### config.mk
export PLATFORM = sky130hd
export DESIGN_NAME = acr_cell
export DESIGN_NICKNAME = d
export VERILOG_FILES = /design/src/hdl/acr_pkg.sv /design/src/hdl/acr_cell.sv
export SDC_FILE = /design/constraint.sdc
export NUM_CORES = 2
export LEC_CHECK = 0
export BUFFER_PORTS_ARGS = -buffer_cell sky130_fd_sc_hd__buf_2
export CAP_MARGIN = 20
export CORE_MARGIN = 2
export CORE_UTILIZATION = 35
export CTS_BUF_LIST = sky130_fd_sc_hd__clkbuf_2
export DETAILED_ROUTE_END_ITERATION = 7
export GPL_TIMING_DRIVEN = 0
export PLACE_DENSITY = 0.51
export SETUP_SLACK_MARGIN = 0.1
export SLEW_MARGIN = 20
export SYNTH_ARGS = -nofsm -noshare
export SYNTH_HDL_FRONTEND = slang
export SYNTH_SLANG_ARGS = --single-unit
### constraint.sdc
create_clock -name clock -period 6.6 [get_ports clock]
set_input_delay 0.33 -clock clock [delete_from_list [all_inputs] [get_ports clock]]
set_output_delay 0.33 -clock clock [all_outputs]
set_load 0.02 [all_outputs]
### src/hdl/acr_pkg.sv
// acr_pkg: shared types and constants for the atom contact row.
// Used by acr_cell, atom_contact_row, acr_row_checker and testbench; depends on nothing.

package acr_pkg;

   localparam int CUT_W  = 20;          // cutoff radius width
   localparam int SQ_W   = 2 * CUT_W;   // squared cutoff / squared axis distance
   localparam int SUM_W  = SQ_W + 2;    // sum of three squares
   localparam int MASK_W = 64;          // contact row width

   localparam logic [CUT_W-1:0] CUTOFF_RESET    = 20'd4000;
   localparam logic [SQ_W-1:0]  CUTOFF_SQ_RESET = 40'd16000000;

   typedef enum logic [1:0] {
      REQ_CLEAR = 2'd0,
      REQ_LOAD  = 2'd1,
      REQ_QUERY = 2'd2
   } req_code_type;

   // cutoff limits broadcast to every cell
   typedef struct packed {
      logic [CUT_W-1:0] cutoff;
      logic [SQ_W-1:0]  cutoff_sq;
   } limit_type;

endpackage

### src/hdl/acr_cell.sv
// acr_cell: one cell of the contact row; holds one reference atom and tests
// the passing query atom against it. Depends on acr_pkg.

module acr_cell
   import acr_pkg::*;
#(
   parameter int COORD_WIDTH = 25
) (
   input  logic                          clock,
   input  logic                          reset,
   input  logic                          wr_en_i,
   input  logic signed [COORD_WIDTH-1:0] wr_x_i,
   input  logic signed [COORD_WIDTH-1:0] wr_y_i,
   input  logic signed [COORD_WIDTH-1:0] wr_z_i,
   input  limit_type                     lim_i,
   input  logic                          q_vld_i,
   input  logic signed [COORD_WIDTH-1:0] q_x_i,
   input  logic signed [COORD_WIDTH-1:0] q_y_i,
   input  logic signed [COORD_WIDTH-1:0] q_z_i,
   output logic                          q_vld_o,
   output logic signed [COORD_WIDTH-1:0] q_x_o,
   output logic signed [COORD_WIDTH-1:0] q_y_o,
   output logic signed [COORD_WIDTH-1:0] q_z_o,
   output logic                          hit_o
);

   // wide enough for a coordinate difference and for -cutoff
   localparam int EW = (COORD_WIDTH + 1 > CUT_W + 1) ? COORD_WIDTH + 1 : CUT_W + 1;

   logic signed [COORD_WIDTH-1:0] ref_x_ff, ref_y_ff, ref_z_ff;
   logic signed [COORD_WIDTH-1:0] q_x_ff, q_y_ff, q_z_ff;
   logic                          q_vld_ff;

   logic signed [EW-1:0] q_c   [3];
   logic signed [EW-1:0] ref_c [3];
   logic signed [EW-1:0] diff  [3];
   logic signed [EW-1:0] mag   [3];
   logic signed [EW-1:0] c_ext;
   logic [CUT_W-1:0]     s1_abs_in [3];
   logic                 s1_ok_in;

   logic                 s1_vld_ff, s1_ok_ff;
   logic [CUT_W-1:0]     s1_abs_ff [3];
   logic                 s2_vld_ff, s2_ok_ff;
   logic [SQ_W-1:0]      s2_sq_ff  [3];
   logic [SUM_W-1:0]     sum_in;
   logic                 hit_in;
   logic                 hit_ff;

   always_ff @(posedge clock) begin
      if (wr_en_i) begin
         ref_x_ff <= wr_x_i;
         ref_y_ff <= wr_y_i;
         ref_z_ff <= wr_z_i;
      end
   end

   // axis window test and magnitudes
   always_comb begin
      q_c[0]   = EW'(q_x_i);
      q_c[1]   = EW'(q_y_i);
      q_c[2]   = EW'(q_z_i);
      ref_c[0] = EW'(ref_x_ff);
      ref_c[1] = EW'(ref_y_ff);
      ref_c[2] = EW'(ref_z_ff);
      c_ext    = $signed({{(EW - CUT_W){1'b0}}, lim_i.cutoff});
      s1_ok_in = 1'b1;
      for (int a = 0; a < 3; a++) begin
         diff[a]      = q_c[a] - ref_c[a];
         mag[a]       = diff[a][EW-1] ? -diff[a] : diff[a];
         s1_abs_in[a] = mag[a][CUT_W-1:0];   // exact whenever the window holds
         if ((diff[a] > c_ext) || (diff[a] < -c_ext)) begin
            s1_ok_in = 1'b0;
         end
      end
   end

   always_comb begin
      sum_in = SUM_W'(s2_sq_ff[0]) + SUM_W'(s2_sq_ff[1]) + SUM_W'(s2_sq_ff[2]);
      hit_in = s2_ok_ff && (sum_in <= SUM_W'(lim_i.cutoff_sq));
   end

   always_ff @(posedge clock) begin
      if (reset) begin
         q_vld_ff  <= 1'b0;
         s1_vld_ff <= 1'b0;
         s2_vld_ff <= 1'b0;
      end else begin
         q_vld_ff  <= q_vld_i;
         s1_vld_ff <= q_vld_i;
         s2_vld_ff <= s1_vld_ff;
      end
   end

   always_ff @(posedge clock) begin
      q_x_ff   <= q_x_i;
      q_y_ff   <= q_y_i;
      q_z_ff   <= q_z_i;
      s1_ok_ff <= s1_ok_in;
      s2_ok_ff <= s1_ok_ff;
      for (int a = 0; a < 3; a++) begin
         s1_abs_ff[a] <= s1_abs_in[a];
         s2_sq_ff[a]  <= SQ_W'(s1_abs_ff[a]) * SQ_W'(s1_abs_ff[a]);
      end
      if (s2_vld_ff) begin
         hit_ff <= hit_in;   // held until the next query's compare in this cell
      end
   end

   assign q_vld_o = q_vld_ff;
   assign q_x_o   = q_x_ff;
   assign q_y_o   = q_y_ff;
   assign q_z_o   = q_z_ff;
   assign hit_o   = hit_ff;

endmodule

==> flow_summary.html <==
<table>
<tr><th>Metric</th><th>Value</th></tr>
<tr><th colspan="2">Route</th></tr>
<tr><td>DR DRC count</td><td>0</td></tr>
<tr><td>Detail-routed net length per standard cell</td><td>18.9 µm</td></tr>
<tr><td>Initial DRC Count</td><td>2,073</td></tr>
<tr><td>Number of vias after detailed routing</td><td>42.5k</td></tr>
<tr><td>Antenna-violating nets left</td><td>0</td></tr>
<tr><td>Vias/cell</td><td>4.82</td></tr>
<tr><td>First-pass iteration count of the detailed router</td><td>7</td></tr>
<tr><td>Wirelength, routed</td><td>166 mm</td></tr>
<tr><th colspan="2">GRT</th></tr>
<tr><td>Maximum number of pins on one net before global-route repair</td><td>55</td></tr>
<tr><td>Total routing resource utilization after global routing</td><td>21.5%</td></tr>
<tr><td>Global-route wire length before repair</td><td>257 mm</td></tr>
<tr><td>Antenna violations before repair</td><td>16</td></tr>
<tr><td>Vias in the first global route</td><td>45.2k</td></tr>
<tr><td>Residual overflow from global routing</td><td>0</td></tr>
<tr><th colspan="2">Synth</th></tr>
<tr><td>Most used flip-flop cell after synthesis</td><td>sky130_fd_sc_hd__dfxtp_1</td></tr>
<tr><td>Number of enable-type register cells in the synthesized netlist</td><td>76</td></tr>
<tr><td>Number of warnings issued by yosys</td><td>0</td></tr>
<tr><td>Number of different library cells in the post-synthesis netlist</td><td>81</td></tr>
<tr><td>Top cells by area, synth</td><td>sky130_fd_sc_hd__fa_1, sky130_fd_sc_hd__ha_1, sky130_fd_sc_hd__dfxtp_1</td></tr>
<tr><td>Cell type contributing the most total cell area after synthesis</td><td>sky130_fd_sc_hd__fa_1</td></tr>
<tr><td>Synthesis-stage register bit count</td><td>332</td></tr>
<tr><td>Mean instance size in the synthesized netlist</td><td>9.42 µm²</td></tr>
<tr><td>Netlist area before placement</td><td>53,500 µm²</td></tr>
<tr><td>Post-Synthesis Cells</td><td>5,676</td></tr>
<tr><td>Top-area cell type share of the netlist area</td><td>32.8%</td></tr>
<tr><td>Async S/R FF share, synth</td><td>0%</td></tr>
<tr><td>Portion of the post-synthesis area used by sequential elements</td><td>13.8%</td></tr>
<tr><th colspan="2">Timing</th></tr>
<tr><td>Final critical-path setup slack</td><td>-0.485 ns</td></tr>
<tr><td>Final slew viol count</td><td>0</td></tr>
<tr><td>Final setup violating endpoints</td><td>25</td></tr>
<tr><td>Part of the cycle the worst path needs</td><td>107%</td></tr>
<tr><td>Hold Vio Cnt, Final</td><td>0</td></tr>
<tr><td>Post-route minimum period</td><td>7.09 ns</td></tr>
<tr><td>Total Negative Setup Slacks</td><td>-6.07 ns</td></tr>
<tr><td>Peak clock frequency supported by timing</td><td>0.141 GHz</td></tr>
<tr><td>Slew at the pin closest to its max-slew limit</td><td>1.03 ns</td></tr>
<tr><td>Final worst clock skew</td><td>0.171 ns</td></tr>
<tr><td>Unrepaired setup endpoints after global routing</td><td>true</td></tr>
<tr><td>Relative slew slack</td><td>30.7%</td></tr>
<tr><th colspan="2">Setup path</th></tr>
<tr><td>Worst endpoint data arrival time</td><td>8.34 ns</td></tr>
<tr><td>Dominant delay contributor by cell family on the critical path</td><td>adder cells</td></tr>
<tr><td>Top cell by count, worst path</td><td>sky130_fd_sc_hd__fa_1</td></tr>
<tr><td>Buffers plus inverters on the worst setup path</td><td>7</td></tr>
<tr><td>R2r startpoint</td><td>s1_abs_ff[0][30]$_DFF_P_</td></tr>
<tr><td>Data required time at the worst endpoint</td><td>7.85 ns</td></tr>
<tr><td>Highest cell delay on the worst timing path</td><td>0.57 ns</td></tr>
<tr><td>Nature of the critical path startpoint</td><td>flip-flop</td></tr>
<tr><td>Highest fanout seen on the critical path</td><td>5</td></tr>
<tr><td>Critical Path Source</td><td>s1_abs_ff[0][30]$_DFF_P_</td></tr>
<tr><td>Type of the worst setup path</td><td>flip-flop to flip-flop</td></tr>
<tr><td>CP max stage cell</td><td>sky130_fd_sc_hd__fa_1</td></tr>
<tr><td>Kind of capture point of the worst setup path</td><td>flip-flop</td></tr>
<tr><th colspan="2">Floorplanning</th></tr>
<tr><td>Initial core utilization</td><td>35.2%</td></tr>
<tr><td># IOs</td><td>291</td></tr>
<tr><td>Cell Rows</td><td>143</td></tr>
<tr><td>Placeable Area</td><td>152,000 µm²</td></tr>
<tr><td>Area enclosed by the die boundary</td><td>156,000 µm²</td></tr>
<tr><td>Floorplan die width</td><td>395 µm</td></tr>
<tr><td>Floorplan die height</td><td>395 µm</td></tr>
<tr><th colspan="2">Place</th></tr>
<tr><td>Port buffer count</td><td>288</td></tr>
<tr><td>Detailed-placement wirelength estimate</td><td>134 mm</td></tr>
<tr><td>Last weighted congestion value of the routability-driven placer</td><td>0.898</td></tr>
<tr><th colspan="2">Outcome</th></tr>
<tr><td>Violations in the final reports</td><td>setup timing</td></tr>
<tr><td>Outcome</td><td>finished, violations left</td></tr>
<tr><th colspan="2">Clock network</th></tr>
<tr><td>Clock sinks</td><td>332</td></tr>
<tr><td>Clock root buffer</td><td>sky130_fd_sc_hd__clkbuf_2</td></tr>
<tr><td>CTS tree</td><td>built</td></tr>
<tr><td>Number of CTS-inserted buffers</td><td>96</td></tr>
<tr><td>Clock Pin Slew Worst Setup and Hold Paths</td><td>0.10 ns</td></tr>
<tr><td>Clock Tree Buf Depth</td><td>3</td></tr>
<tr><td>Worst skew pair latency</td><td>1.38 ns</td></tr>
<tr><td>Htree depth</td><td>3</td></tr>
<tr><th colspan="2">Run</th></tr>
<tr><td>Number of max-cap violations</td><td>0</td></tr>
<tr><th colspan="2">Final layout</th></tr>
<tr><td>Nets@finish</td><td>8,538</td></tr>
<tr><td>Leading cell types in the layout, fill and taps excluded</td><td>sky130_fd_sc_hd__inv_1, sky130_fd_sc_hd__fa_1, sky130_fd_sc_hd__ha_1</td></tr>
<tr><td>Filler Cells Inserted</td><td>14.6k</td></tr>
<tr><td>Commonest non-fill, non-tap cell in the layout</td><td>sky130_fd_sc_hd__inv_1</td></tr>
<tr><td>Layout cell share with drive strength beyond 1</td><td>18.6%</td></tr>
<tr><td>Area delta synth-&gt;final</td><td>27.0%</td></tr>
<tr><th colspan="2">Hold path</th></tr>
<tr><td>Min-Delay Path Class</td><td>input pin to flip-flop</td></tr>
<tr><td>Hold path start</td><td>q_x_i[24]</td></tr>
</table>
[worst reg2reg max path, cell delays in order, from the launching register on]
cell and delay (ns):
sky130_fd_sc_hd__dfxtp_4 0.38, sky130_fd_sc_hd__clkbuf_16 0.15, sky130_fd_sc_hd__clkbuf_16 0.15, sky130_fd_sc_hd__nand2_4 0.05, sky130_fd_sc_hd__fa_1 0.58, sky130_fd_sc_hd__inv_2 0.05
sky130_fd_sc_hd__fa_1 0.53, sky130_fd_sc_hd__fa_1 0.44, sky130_fd_sc_hd__fa_1 0.51, sky130_fd_sc_hd__inv_2 0.04, sky130_fd_sc_hd__fa_1 0.52, sky130_fd_sc_hd__inv_1 0.05
sky130_fd_sc_hd__fa_1 0.47, sky130_fd_sc_hd__inv_1 0.05, sky130_fd_sc_hd__fa_1 0.49, sky130_fd_sc_hd__inv_2 0.05, sky130_fd_sc_hd__ha_4 0.29, sky130_fd_sc_hd__nand4_1 0.15
sky130_fd_sc_hd__o221a_4 0.28, sky130_fd_sc_hd__o21ai_4 0.08, sky130_fd_sc_hd__a211o_1 0.24, sky130_fd_sc_hd__a31oi_4 0.12, sky130_fd_sc_hd__o31a_1 0.32, sky130_fd_sc_hd__o21ai_4 0.25
sky130_fd_sc_hd__o211ai_1 0.17, sky130_fd_sc_hd__a31oi_2 0.27, sky130_fd_sc_hd__xor2_2 0.35
[final cells by class]
type | count | area, µm² | area share, %
sequential | 332 | 7550 | 11.1
buffer | 126 | 2070 | 3.05
clock inverter | 37 | 243 | 0.357
tap | 2030 | 2540 | 3.74
antenna | 14 | 35.0 | 0.0516
multi-input combinational | 3990 | 42800 | 63.1
inverter | 1227 | 4620 | 6.80
clock buffer | 137 | 686 | 1.01
timing repair buffer | 920 | 7360 | 10.8
[Yosys cell counts (all sizes together) (76+ instances only)]
master  instances
ha            754
edfxtp         76
dfxtp         256
inv          1226
fa            877
xnor2         210
clkbuf        125
a21oi         265
nor2          210
and2          222
o21ai         134
nand2         455
a21o          140
xor2          110
[repair_timing]
action,CTS,global route
endpoints found under the hold margin,289,0
hold buffers,360,0
resized for setup,673,142
setup buffers,223,54
cloned,0,0
pin swaps,226,143
endpoints found under the setup margin,84,61
[kinds of logic after synthesis]
family / Yosys count / synth area share, %
AO/OA/AOI/OAI: 790 / 9.54
multiplexers: 7 / 0.140
AND/OR/NAND/NOR: 1237 / 11.2
adder cells (fa/ha/maj): 1633 / 50.5
other: 2 / 0.0140
flip-flops: 332 / 13.8
buffers and inverters: 1355 / 9.52
XOR/XNOR: 320 / 5.24
[routing by layer]
metal / vias up / track usage [%] / part of all wire [%]
li1: 20120 / - / -
met1: 20999 / 28.2 / 44
met2: 1111 / 35.9 / 47
met3: 224 / 3.46 / 5.7
met4: 6 / 6.99 / 3.4
met5: - / 0 / 0.017
[metrics by stage]
stage	utilization [%]	std cells	hold slack, ns	cell area [µm²]	worst slack, ns
after CTS	44.1	8751	0.0000714	67100	-0.481
after global placement	38.0	7995	0.381	57800	-1.71
final	44.7	8813	0.169	67900	-0.485
after floorplan	-	5677	0.310	53800	0.106
after global routing	44.7	8808	0.0157	67900	-0.712
after detailed placement	38.1	7996	0.383	57800	-1.71
[sequential cells by signal, summed over array words and instances (netlist names), 25 cells and up]
name	flops
q_x_o	25
q_y_o	25
q_z_o	25
ref_x_ff	25
ref_y_ff	25
ref_z_ff	25
s1_abs_ff	60
s2_sq_ff	117
[worst paths after layout]
path | to | depth (start not counted) | slack, ns
worst max-delay path | s2_sq_ff[0][78]$_DFF_P_ | 26 | -0.49
worst min-delay path | q_x_o[24]$_DFF_P_ | 3 | 0.17
worst max register to register | s2_sq_ff[0][78]$_DFF_P_ | 26 | -0.49
worst min register to register | hit_o$_DFFE_PP_ | 0 | 0.44
Power is not shown: default switching activity piles up to over one toggle a cycle in this logic, so the estimate is an artifact.
